===== src/wsd_pkg.sv =====
// Shared types, constants and codes for the wheel slip detector.
package wsd_pkg;

  localparam int SPEED_W      = 24;
  localparam int MAX_WIN_LOG2 = 6;
  localparam int DEPTH        = 1 << MAX_WIN_LOG2;
  localparam int IDX_W        = MAX_WIN_LOG2;
  localparam int CNT_W        = MAX_WIN_LOG2 + 1;
  localparam int SUM_W        = SPEED_W + MAX_WIN_LOG2;
  localparam int STEP_W       = $clog2(SUM_W);
  localparam int LOG2_W       = 3;
  localparam int ALLOW_W      = 17;
  localparam int FLOOR_W      = 23;
  localparam int CFG_W        = 23;
  localparam int CFG_IDX_W    = 3;
  localparam int Q_FRAC       = 16;
  localparam int ONE_Q16      = 1 << Q_FRAC;
  localparam int FACT_W       = ALLOW_W + 1;
  localparam int HI_PROD_W    = SPEED_W + FACT_W;
  localparam int LO_PROD_W    = SPEED_W + 1 + FACT_W;
  localparam int LHS_W        = SPEED_W + Q_FRAC;

  localparam logic [LOG2_W-1:0]  WIN_LOG2_RST = LOG2_W'(3);
  localparam logic [ALLOW_W-1:0] ALLOW_RST    = ALLOW_W'(6554);
  localparam logic [FLOOR_W-1:0] FLOOR_RST    = FLOOR_W'(3277);

  typedef enum logic [CFG_IDX_W-1:0] {
    CFG_WINDOW_LOG2 = 3'd0,
    CFG_ALLOWANCE   = 3'd1,
    CFG_FLOOR       = 3'd2,
    CFG_MODEL_VALID = 3'd3,
    CFG_STASIS      = 3'd4
  } cfg_idx_e;

  typedef enum logic [1:0] {
    MS_CORRECT    = 2'd0,
    MS_FREE_WHEEL = 2'd1,
    MS_STASIS     = 2'd2,
    MS_SETUP_ERR  = 2'd3
  } motion_e;

  typedef enum logic [2:0] {
    ST_IDLE,
    ST_READ,
    ST_PREP,
    ST_DIV,
    ST_AVG,
    ST_MUL,
    ST_DONE
  } state_e;

  typedef struct packed {
    logic signed [SPEED_W-1:0] drive_speed;
    logic signed [SPEED_W-1:0] stasis_speed;
  } wsd_in_t;

  typedef struct packed {
    logic [1:0]                motion_state;
    logic                      stasis_enabled;
    logic signed [SPEED_W-1:0] drive_speed_now;
    logic signed [SPEED_W-1:0] drive_speed_avg;
    logic signed [SPEED_W-1:0] stasis_speed_now;
    logic signed [SPEED_W-1:0] stasis_speed_avg;
  } wsd_out_t;

  typedef struct packed {
    logic accept;
    logic update;
    logic prep;
    logic div_step;
    logic avg;
    logic mul;
    logic out_load;
  } wsd_cmd_t;

  typedef struct packed {
    logic model_valid;
    logic fill_mode;
    logic div_last;
  } wsd_sts_t;

endpackage


===== src/wsd_ctrl.sv =====
// Sequencer for the wheel slip detector: handshakes and datapath commands.
module wsd_ctrl (
  input  logic              clk_i,
  input  logic              rst_ni,
  input  logic              in_valid_i,
  output logic              in_ready_o,
  output logic              out_valid_o,
  input  logic              out_ready_i,
  input  wsd_pkg::wsd_sts_t sts_i,
  output wsd_pkg::wsd_cmd_t cmd_o
);
  import wsd_pkg::*;

  state_e state_q, state_d;
  logic   out_valid_q, out_valid_d;
  logic   can_load;

  assign can_load = !out_valid_q || out_ready_i;

  always_comb begin
    state_d = state_q;
    unique case (state_q)
      ST_IDLE: begin
        if (in_valid_i) begin
          state_d = sts_i.model_valid ? ST_READ : ST_DONE;
        end
      end
      ST_READ: state_d = ST_PREP;
      ST_PREP: state_d = sts_i.fill_mode ? ST_DIV : ST_AVG;
      ST_DIV: begin
        if (sts_i.div_last) begin
          state_d = ST_AVG;
        end
      end
      ST_AVG:  state_d = ST_MUL;
      ST_MUL:  state_d = ST_DONE;
      ST_DONE: begin
        if (can_load) begin
          state_d = ST_IDLE;
        end
      end
      default: state_d = ST_IDLE;
    endcase
  end

  always_comb begin
    cmd_o          = '0;
    in_ready_o     = 1'b0;
    unique case (state_q)
      ST_IDLE: begin
        in_ready_o   = 1'b1;
        cmd_o.accept = in_valid_i;
      end
      ST_READ: cmd_o.update   = 1'b1;
      ST_PREP: cmd_o.prep     = 1'b1;
      ST_DIV:  cmd_o.div_step = 1'b1;
      ST_AVG:  cmd_o.avg      = 1'b1;
      ST_MUL:  cmd_o.mul      = 1'b1;
      ST_DONE: cmd_o.out_load = can_load;
      default: cmd_o          = '0;
    endcase
  end

  // Output register: set on load, drop when taken.
  always_comb begin
    out_valid_d = out_valid_q;
    priority if (cmd_o.out_load) begin
      out_valid_d = 1'b1;
    end else if (out_ready_i) begin
      out_valid_d = 1'b0;
    end else begin
      out_valid_d = out_valid_q;
    end
  end

  always_ff @(posedge clk_i or negedge rst_ni) begin
    if (!rst_ni) begin
      state_q     <= ST_IDLE;
      out_valid_q <= 1'b0;
    end else begin
      state_q     <= state_d;
      out_valid_q <= out_valid_d;
    end
  end

  assign out_valid_o = out_valid_q;

endmodule


===== config.mk =====
export PLATFORM = sky130hd
export DESIGN_NAME = wsd_ctrl
export DESIGN_NICKNAME = d
export VERILOG_FILES = /design/src/wsd_pkg.sv /design/src/wsd_ctrl.sv
export SDC_FILE = /design/constraint.sdc
export NUM_CORES = 1
export LEC_CHECK = 0
export BUFFER_PORTS_ARGS = -buffer_cell sky130_fd_sc_hd__clkbuf_2
export CORE_AREA = 8 8 45 47
export DETAILED_ROUTE_END_ITERATION = 10
export DIE_AREA = 0 0 53 55
export SETUP_SLACK_MARGIN = 0.5
export SKIP_LAST_GASP = 1
export SLEW_MARGIN = 0
export SYNTH_ARGS = -nofsm -noshare
export SYNTH_HDL_FRONTEND = slang
export SYNTH_SLANG_ARGS = --single-unit

===== constraint.sdc =====
create_clock -name clk_i -period 2.2 [get_ports clk_i]
set_input_delay 0.33 -clock clk_i [delete_from_list [all_inputs] [get_ports clk_i]]
set_output_delay 0.33 -clock clk_i [all_outputs]
set_load 0.03 [all_outputs]

==> results of run 1 <==
-- logic make-up after synthesis --
group / Yosys count / share of synthesized area, %
flip-flops: 4 / 30.0
AO/OA/AOI/OAI: 9 / 16.9
buffers and inverters: 6 / 10.9
AND/OR/NAND/NOR: 22 / 42.3
-- Yosys cell counts (all sizes together) --
cell type and n:
a21oi 4, buf 4, dfrtp 4, nor2 4, nand2 3, nor3b 3, inv 2, nand2b 2
nand3b 2, nor2b 2, nor3 2, a211oi 1, a31oi 1, and2 1, and3b 1, nor4 1
o21ai 1, o21ba 1, o31ai 1, or2b 1
-- area by class of cell --
| type | count | area (um^2) |
|---|---|---|
| well taps | 16 | 20.0 |
| flip-flops and latches | 4 | 104 |
| multi-input cells | 31 | 209 |
| repair buffers | 20 | 115 |
| clock buffers | 3 | 22.5 |
| inverters | 2 | 7.51 |
| fillers | 153 | 906 |
-- per-layer routing --
metal	vias up	share of wire [%]
met1	157	36
met5	-	0
li1	178	-
met3	0	9.5
met4	0	0
met2	8	55
-- worst paths after layout --
path                        startpoint          end  slack [ns]  cells past startpoint
max                         state_q[2]     cmd_o[2]        0.58                      2
min                        out_ready_i  out_valid_o        0.41                      3
max reg2reg                 state_q[1]   state_q[2]        0.86                      5
min reg2reg                out_valid_o  out_valid_o        0.54                      2
max in group asynchronous       rst_ni   state_q[2]        1.62                      2
min in group asynchronous       rst_ni  out_valid_o        0.44                      2
-- worst min-delay path, delay by kind of cell --
| family | cells | cell delay [ns] |
|---|---|---|
| buf+inv | 1 | 0.07 |
| simple gates | 2 | 0.21 |
-- flip-flops by register name (all words and copies together) (netlist names) --
name         cells
out_valid_o      1
state_q          3
-- power groups by stage --
stage / registers, mW / clock network [mW] / logic, mW
2_1_floorplan: 0.168 / 0 / 0.378
3_3_place_gp: 0.219 / 0 / 0.393
3_5_place_dp: 0.224 / 0 / 0.401
4_1_cts: 0.229 / 0.0928 / 0.402
5_1_grt: 0.236 / 0.102 / 0.490
6_report: 0.223 / 0.0871 / 0.447
-- cell usage in the layout, fill, tap and decap left out, types with 2 or more instances in the layout --
| cell type | Yosys | routed |
|---|---|---|
| nand3b_1 | 2 | 2 |
| buf_4 | 1 | 4 |
| inv_1 | 2 | 2 |
| nor3b_1 | 2 | 2 |
| a21oi_1 | 4 | 4 |
| nand2_1 | 3 | 3 |
| dfrtp_2 | 0 | 3 |
| nand2b_1 | 2 | 2 |
| clkbuf_4 | 0 | 3 |
| clkbuf_2 | 0 | 14 |
| nor2_1 | 3 | 3 |
| nor2b_1 | 2 | 2 |
-- timing repair --
item                                    4_1_cts  5_1_grt
hold buffers                                  1        0
endpoints found under the setup margin        3        2
resized for setup                             3        1
hold endpoints to repair                      4        0
setup buffers                                 0        4
==> results.md, run 1 <==
* CP max FO at 14
* Post-route setup TNS at 0 ns
* Die Area at 2920 um^2
* Nature of the critical path startpoint: flop
* Fin area at 478 um^2
* TritonCTS clock tree: yes
* DP Area at 412 um^2
* Initial core utilization at 24.1%
* Minimum clock period after layout at 1.62 ns
* # diodes at 0
* Setup ws final at 0.583 ns
* Seq/Total Area, Yosys at 30.0%
* Slowest stage delay, CP at 0.51 ns
* Type of the worst setup path: flop to output port
* Top-area cell type share of the netlist area at 30.0%
* DRC at 0
* Grt total ovfl at 0
* Antenna violations before repair at 0
* Number of global-route vias before repair at 350
* # IOs at 16
* Slew @ Worst Pin at 0.263 ns
* Gpl congestion at 0.728
* Post-synthesis net count at 48
* Min-Delay Path Class: primary input to flop
* Clk pwr share at 11.5%
* Yosys cell types at 24
* Fin. max-slew vios at 0
* DR vias at 343
* Max Root-Sink Buffers at 2
* Fin crit share at 73.5%
* Max-cap violations at 0
* Total track usage at 6.68%
* Sw frac at 51.1%
* Total Power at 0.758 mW
* Drt wl/cell at 11.5 um
* Worst slew margin at 82.5%
* Std-Cell Rows at 14
* Final clock skew at 0.00297 ns
* CTS buffer count at 3
* Via-per-instance ratio at 4.51
* Clk Latency, worst-skew pair at 0.23 ns
* Grt met2 use at 11.3%
* First-pass GRT wire length at 1.41 mm
* IR drop worst, VDD at 0.672 mV
* Met3 usage at 2.94%
* Antenna-violating nets left at 0
* Synth-to-Final Area Change at 43.1%
* Critical path cell sequence: nor3b_1, clkbuf_2
* Critical path's top delay family: flip-flops
* Yosys top cell by area: dfrtp_1
* CTS Sinks at 4
* Gr busiest metal: met2
* Synth warnings at 0
* Largest net degree at the start of global routing at 16
* CTS H-tree depth at 1
* Worst path buffer plus inverter count at 1
* Status: complete, no violations
* Drt first pass iters at 4
* CP required at 1.87 ns
* Dpl ws at 0.679 ns
* Yosys reg bits at 4
* Routed WL at 877 um
* Die width at 53 um
* Top cells by area, synth: dfrtp_1, a21oi_1, nand3b_1
* Met1 Usage GRT at 6.28%
* Avg Inst Size Synth at 8.15 um^2
* Layout cells sized above 1 at 50.0%
* CP Data Arrival Time at 1.29 ns
* CTS root buffer: clkbuf_4
* CP Capture Type: output port
* Hold Vio Cnt, Final at 0
* FMAX at 618 MHz
* WHS at 0.414 ns
* Cells after DPL at 68
* Final core utilization at 34.5%
* Hpwl dp at 691 um
* P_leak at 0.217 nW
* RSZ-0062 raised after global routing: false
* P_sw at 0.387 mW
* Logic pwr share at 59.0%
* Fin nets at 69
* CP max stage cell: dfrtp_2
* Register share of total power at 29.5%
* # port buffers at 15
* Core Area at 1380 um^2
* Fin cells at 76
* Internal power at 0.371 mW
* 1st-iter DRT viols at 6
* Pwr dens at 1590 nW/um^2
* Post-Synthesis Cells at 41
* Synthesized cell area at 334 um^2
* Die H at 55 um
* Clk slew on worst S/H paths at 0.04 ns
* Final setup viols at 0
Note: power is estimated with default switching activity, not from simulation.
==> inputs of run 2 (changes only) <==
--- a/config.mk
+++ b/config.mk
@@ -5,6 +5,7 @@
 export SDC_FILE = /design/constraint.sdc
 export NUM_CORES = 1
 export LEC_CHECK = 0
+export ABC_AREA = 1
 export BUFFER_PORTS_ARGS = -buffer_cell sky130_fd_sc_hd__clkbuf_2
 export CORE_AREA = 8 8 45 47
 export DETAILED_ROUTE_END_ITERATION = 10
==> constraint.sdc (replaced) <==
create_clock -name clk_i -period 1.6 [get_ports clk_i]
set_input_delay 0.24 -clock clk_i [delete_from_list [all_inputs] [get_ports clk_i]]
set_output_delay 0.24 -clock clk_i [all_outputs]
set_load 0.03 [all_outputs]
==> results.md, run 2 <==
* Status: complete, no violations (unchanged)
* Sw frac at 48.4% (was 51.1%)
* Drt first pass iters at 4 (unchanged)
* CP Capture Type: output port (unchanged)
* Hpwl dp at 700 um (was 691 um)
* Grt total ovfl at 0 (unchanged)
* Synth cell count leaders: nand2_1, nor2_1, inv_1 (was a21oi_1, dfrtp_1, nand2_1, nor2_1)
* Max-cap violations at 0 (unchanged)
* Max Root-Sink Buffers at 2 (unchanged)
* Post-route setup TNS at 0 ns (unchanged)
* Critical path cell sequence: nor2_4, nand2_4, nor2_4, buf_8 (was nor3b_1, clkbuf_2)
* Pwr dens at 2220 nW/um^2 (was 1590 nW/um^2)
* Biggest register: state_q (unchanged)
* Core Area at 1380 um^2 (unchanged)
* Routed WL at 1.06 mm (was 877 um)
* Fin. max-slew vios at 0 (unchanged)
* Avg Inst Size Synth at 6.43 um^2 (was 8.15 um^2)
* P_leak at 0.343 nW (was 0.217 nW)
* Clk Latency, worst-skew pair at 0.24 ns (was 0.23 ns)
* Post-Synthesis Cells at 51 (was 41)
* CP Data Arrival Time at 1.17 ns (was 1.29 ns)
* Gpl congestion at 0.773 (was 0.728)
* Most common cell in the netlist: nand2_1
* Synth-to-Final Area Change at 110% (was 43.1%)
* Hold Vio Cnt, Final at 0 (unchanged)
* Logic pwr share at 73.2% (was 59.0%)
* DR vias at 424 (was 343)
* CTS root buffer: clkbuf_4 (unchanged)
* CP required at 1.36 ns (was 1.87 ns)
* # IOs at 16 (unchanged)
* Clk slew on worst S/H paths at 0.04 ns (about the same)
* Std-Cell Rows at 14 (unchanged)
* Min-Delay Path Class: primary input to flop (unchanged)
* Dpl ws at 0.258 ns (was 0.679 ns)
* Total track usage at 7.99% (was 6.68%)
* Register share of total power at 17.5% (was 29.5%)
* Synth warnings at 0 (unchanged)
* Commonest non-fill, non-tap cells in the layout: nand2_1, buf_4, clkbuf_2, nor2_4, clkbuf_8 (was clkbuf_2, a21oi_1, buf_4)
* Type of the worst setup path: flop to output port (unchanged)
* CP max stage cell: dfrtp_2 (unchanged)
* Yosys top cell by area: dfrtp_1 (unchanged)
* Top-area cell type share of the netlist area at 30.5% (was 30.0%)
* Antenna violations before repair at 0 (unchanged)
* Fin nets at 87 (was 69)
* Synthesized cell area at 328 um^2 (was 334 um^2)
* Via-per-instance ratio at 4.46 (was 4.51)
* Die Area at 2920 um^2 (unchanged)
* Layout cells sized above 1 at 68.4% (was 50.0%)
* CP max FO at 5 (was 14)
* Nature of the critical path startpoint: flop (unchanged)
* Largest net degree at the start of global routing at 7 (was 16)
* DRC at 0 (unchanged)
* CTS buffer count at 3 (unchanged)
* Initial core utilization at 23.7% (was 24.1%)
* First-pass GRT wire length at 1.74 mm (was 1.41 mm)
* Async SR Flop Fraction at 100% (unchanged)
* CTS Sinks at 4 (unchanged)
* # diodes at 0 (unchanged)
* TritonCTS clock tree: yes (unchanged)
* Clk pwr share at 9.4% (was 11.5%)
* Slowest stage delay, CP at 0.46 ns (was 0.51 ns)
* Seq/Total Area, Yosys at 30.5% (was 30.0%)
* 1st-iter DRT viols at 3 (was 6)
* Die width at 53 um (unchanged)
* Final setup viols at 0 (unchanged)
* Max FFs per register at 3 (unchanged)
* Die H at 55 um (unchanged)
* Fin crit share at 87.9%
* Minimum clock period after layout at 1.41 ns
* Final clock skew at 0.000851 ns (was 0.00297 ns)
* Post-synthesis net count at 58 (was 48)
* IR drop worst, VDD at 0.999 mV (was 0.672 mV)
* Yosys cell types at 17 (was 24)
* Yosys reg bits at 4 (unchanged)
* Slew @ Worst Pin at 0.199 ns (was 0.263 ns)
* Setup ws final at 0.193 ns (was 0.583 ns)
* Post-synth EDFFs at 0 (unchanged)
* Worst slew margin at 86.7% (was 82.5%)
* RSZ-0062 raised after global routing: true (was false)
* # port buffers at 15 (unchanged)
* Most common cell after layout, fill and taps aside: nand2_1 (was clkbuf_2)
* Top cells by area, synth: dfrtp_1, nand2_1, nor2_1 (was dfrtp_1, a21oi_1, nand3b_1)
* Most used DFF post-synth: dfrtp_1 (unchanged)
* Crit path top cell by count: nor2_4
* FMAX at 711 MHz
* Drt wl/cell at 11.2 um (was 11.5 um)
* Number of global-route vias before repair at 444 (was 350)
* CTS H-tree depth at 1 (unchanged)
* Antenna-violating nets left at 0 (unchanged)
* Internal power at 0.787 mW (was 0.371 mW)
* P_sw at 0.739 mW (was 0.387 mW)
==> run 2: path summary, 6_finish.rpt <==
kind	start	to	slack, ns	cells past startpoint
worst min-delay path	sts_i[0]	state_q[0]	0.29	4
max in group asynchronous	rst_ni	state_q[2]	1.11	2
worst min register to register	out_valid_o	out_valid_o	0.67	4
worst max-delay path	state_q[1]	cmd_o[6]	0.19	4
min in group asynchronous	rst_ni	state_q[0]	0.35	2
worst max register to register	state_q[2]	state_q[1]	0.37	8
==> run 2: stage by stage <==
stage / instances / power, mW / cell area, um^2 / hold slack [ns] / utilization, %
6_report: 95 / 1.53 / 688 / 0.287 / 49.7
5_1_grt: 95 / 1.63 / 688 / 0.305 / 49.7
4_1_cts: 93 / 1.42 / 647 / 0.280 / 46.7
3_5_place_dp: 80 / 0.910 / 440 / 0.0484 / 31.8
3_3_place_gp: 80 / 0.908 / 440 / 0.0496 / 31.8
2_1_floorplan: 51 / 0.787 / 364 / -0.0556 / -
==> run 2: routing by layer <==
layer	vias up	GRT usage, %	share of wire, %	wire length, um
met3	4	1.34	5.3	56
met5	-	0	0	0
met4	0	6.47	3.4	36
met2	15	14.3	54	569
met1	193	8.08	38	400
li1	212	-	-	-
==> run 2: cell type report <==
class	count	area, um^2
fill	128	696
multi-input combinational	37	251
timing repair buffer	26	250
sequential	4	105
inverter	8	35.0
clock buffer	4	26.3
tap	16	20.0
==> run 2: repair_timing <==
action | 4_1_cts | 5_1_grt
pin swaps | 4 | 4
endpoints found under the setup margin | 11 | 11
hold endpoints to repair | 4 | 0
hold buffers | 1 | 0
buffers inserted | 8 | 2
resized for setup | 28 | 10
==> run 2: logic make-up (layout without fill, tap and decap cells) <==
logic type,count (synthesis),count (layout),synth area share [%]
AOI/OAI and AO/OA,3,3,5.34
buffers and inverters,10,38,14.9
DFF,4,4,30.5
and+or+nand+nor,34,34,49.2
==> run 2: critical path: cells and delay by family, from the launching register on <==
family	cells	cell delay (ns)
flops	1	0.46
buf+inv	1	0.13
simple gates	3	0.34
==> run 2: power groups by stage <==
stage | clock (mW) | combinational (mW) | sequential [mW]
2_1_floorplan | 0 | 0.560 | 0.228
4_1_cts | 0.140 | 1.02 | 0.262
3_5_place_dp | 0 | 0.661 | 0.249
5_1_grt | 0.153 | 1.20 | 0.280
6_report | 0.143 | 1.12 | 0.266
3_3_place_gp | 0 | 0.663 | 0.244
==> inputs of run 3 (changes only) <==
--- a/config.mk
+++ b/config.mk
@@ -5,7 +5,6 @@
 export SDC_FILE = /design/constraint.sdc
 export NUM_CORES = 1
 export LEC_CHECK = 0
-export ABC_AREA = 1
 export BUFFER_PORTS_ARGS = -buffer_cell sky130_fd_sc_hd__clkbuf_2
 export CORE_AREA = 8 8 45 47
 export DETAILED_ROUTE_END_ITERATION = 10
==> results.md, run 3 (synthesis gave the netlist of run 1 again) <==
* Largest net degree at the start of global routing at 9 (was 7)
* Fin nets at 82 (was 87)
* RSZ-0062 raised after global routing: true (unchanged)
* Drt wl/cell at 13.1 um (was 11.2 um)
* Number of global-route vias before repair at 424 (was 444)
* Clk pwr share at 7.2% (was 9.4%)
* Min-Delay Path Class: primary input to async pin (was primary input to flop)
* Max Root-Sink Buffers at 2 (unchanged)
* CTS Sinks at 4 (unchanged)
* Logic pwr share at 76.5% (was 73.2%)
* Drt first pass iters at 1 (was 4)
* P_sw at 0.702 mW (was 0.739 mW)
* Max-cap violations at 0 (unchanged)
* Critical path's top delay family: flip-flops (unchanged)
* Max FFs per register at 3 (unchanged)
* Gr busiest metal: met2 (unchanged)
* CTS root buffer: clkbuf_4 (unchanged)
* DR vias at 429 (was 424)
* Via-per-instance ratio at 4.82 (was 4.46)
* Slowest stage delay, CP at 0.45 ns (was 0.46 ns)
* Clk slew on worst S/H paths at 0.03 ns (was 0.04 ns)
* Nature of the critical path startpoint: flop (unchanged)
* Post-route setup TNS at 0 ns (unchanged)
* DRC at 0 (unchanged)
* Commonest non-fill, non-tap cells in the layout: buf_4, buf_6, clkbuf_2, clkbuf_4 (was nand2_1, buf_4, clkbuf_2, nor2_4, clkbuf_8)
* Slew @ Worst Pin at 0.246 ns (was 0.199 ns)
* Initial core utilization at 24.1% (was 23.7%)
* Met3 usage at 2.14% (was 1.34%)
* # IOs at 16 (unchanged)
* Register share of total power at 16.3% (was 17.5%)
* Grt met2 use at 15.2% (was 14.3%)
* Type of the worst setup path: flop to output port (unchanged)
* TritonCTS clock tree: yes (unchanged)
* Die H at 55 um (unchanged)
* CP max stage cell: dfrtp_2 (unchanged)
* Std-Cell Rows at 14 (unchanged)
* Core Area at 1380 um^2 (unchanged)
* Worst slew margin at 83.5% (was 86.7%)
* Critical path cell sequence: buf_12, nor3_4, and2_4, buf_8 (was nor2_4, nand2_4, nor2_4, buf_8)
* Met1 Usage GRT at 7.19% (was 8.08%)
* CP max FO at 6 (was 5)
* Grt total ovfl at 0 (unchanged)
* Gpl congestion at 0.699 (was 0.773)
* Routed WL at 1.17 mm (was 1.06 mm)
* CTS buffer count at 3 (unchanged)
* Layout cells sized above 1 at 71.2% (was 68.4%)
* Synth-to-Final Area Change at 120% (was 110%)
* CP required at 1.36 ns (about the same)
* Final clock skew at 0.0000638 ns (was 0.000851 ns)
* CP Capture Type: output port (unchanged)
* Biggest register: state_q (unchanged)
* Antenna-violating nets left at 0 (unchanged)
* IR drop worst, VDD at 0.767 mV (was 0.999 mV)
* Status: complete, no violations (unchanged)
* Die width at 53 um (unchanged)
* Worst path buffer plus inverter count at 2 (was 1)
* Setup ws final at 0.0820 ns (was 0.193 ns)
* 1st-iter DRT viols at 0 (was 3)
* Fin crit share at 94.9% (was 87.9%)
* FMAX at 659 MHz (was 711 MHz)
* Internal power at 0.940 mW (was 0.787 mW)
* Antenna violations before repair at 0 (unchanged)
* Hpwl dp at 650 um (was 700 um)
* First-pass GRT wire length at 1.73 mm (was 1.74 mm)
* # port buffers at 15 (unchanged)
* Die Area at 2920 um^2 (unchanged)
* Final setup viols at 0 (unchanged)
* Dpl ws at 0.171 ns (was 0.258 ns)
* Sw frac at 42.8% (was 48.4%)
* CP Data Arrival Time at 1.28 ns (was 1.17 ns)
* Pwr dens at 2240 nW/um^2 (was 2220 nW/um^2)
* Fin. max-slew vios at 0 (unchanged)
* Hold Vio Cnt, Final at 0 (unchanged)
* Filler instances at 122 (was 128)
* # diodes at 0 (unchanged)
* P_leak at 0.323 nW (was 0.343 nW)
* CTS H-tree depth at 1 (unchanged)
* Minimum clock period after layout at 1.52 ns (was 1.41 ns)
* Most common cell after layout, fill and taps aside: buf_4 (was nand2_1)
* Clk Latency, worst-skew pair at 0.23 ns (was 0.24 ns)
* Total track usage at 7.94% (was 7.99%)
## run 3: area by class of cell
class / instances / area [um^2] / share of cell area (%)
inverters: 2 / 7.51 / 1.02
multi-input cells: 31 / 264 / 35.9
clock buffers: 3 / 22.5 / 3.07
well taps: 16 / 20.0 / 2.73
flip-flops and latches: 4 / 104 / 14.1
repair buffers: 33 / 317 / 43.1
## run 3: what timing repair did
action / in CTS / in global routing
pin swaps: 1 / 9
setup endpoints to repair: 11 / 11
hold buffers: 1 / 0
resized for setup: 23 / 18
setup buffers: 8 / 8
endpoints found under the hold margin: 4 / 0
## run 3: stage by stage
| stage | util (%) | hold slack (ns) | total power [mW] | std cells | area (um^2) |
|---|---|---|---|---|---|
| 5_1_grt | 53.1 | 0.365 | 1.75 | 89 | 734 |
| 4_1_cts | 44.1 | 0.319 | 1.34 | 81 | 611 |
| 3_3_place_gp | 31.3 | 0.0478 | 0.888 | 69 | 433 |
| 6_report | 53.1 | 0.345 | 1.64 | 89 | 734 |
| 3_5_place_dp | 31.3 | 0.0497 | 0.893 | 69 | 433 |
| 2_1_floorplan | - | -0.0556 | 0.801 | 41 | 368 |
## run 3: path summary, 6_finish.rpt
check	startpoint	end	slack (ns)	cells past startpoint
min in group clk_i	sts_i[0]	state_q[1]	0.37	4
max in group asynchronous	rst_ni	state_q[0]	1.12	2
worst min-delay path	rst_ni	out_valid_o	0.35	2
worst min register to register	out_valid_o	out_valid_o	0.58	2
worst max register to register	state_q[1]	state_q[2]	0.19	6
worst max-delay path	state_q[0]	cmd_o[6]	0.08	4
## run 3: power by group through the flow
stage	clock network (mW)	logic [mW]	registers [mW]
after floorplan	0	0.567	0.234
after global placement	0	0.589	0.299
after detailed placement	0	0.592	0.302
after CTS	0.128	0.937	0.273
after global routing	0.135	1.34	0.275
final	0.119	1.26	0.268
## run 3: routing by layer
| layer | part of all wire [%] | vias up |
|---|---|---|
| li1 | - | 205 |
| met1 | 34 | 203 |
| met2 | 54 | 15 |
| met3 | 7.4 | 6 |
| met4 | 4.4 | 0 |
| met5 | 0 | - |
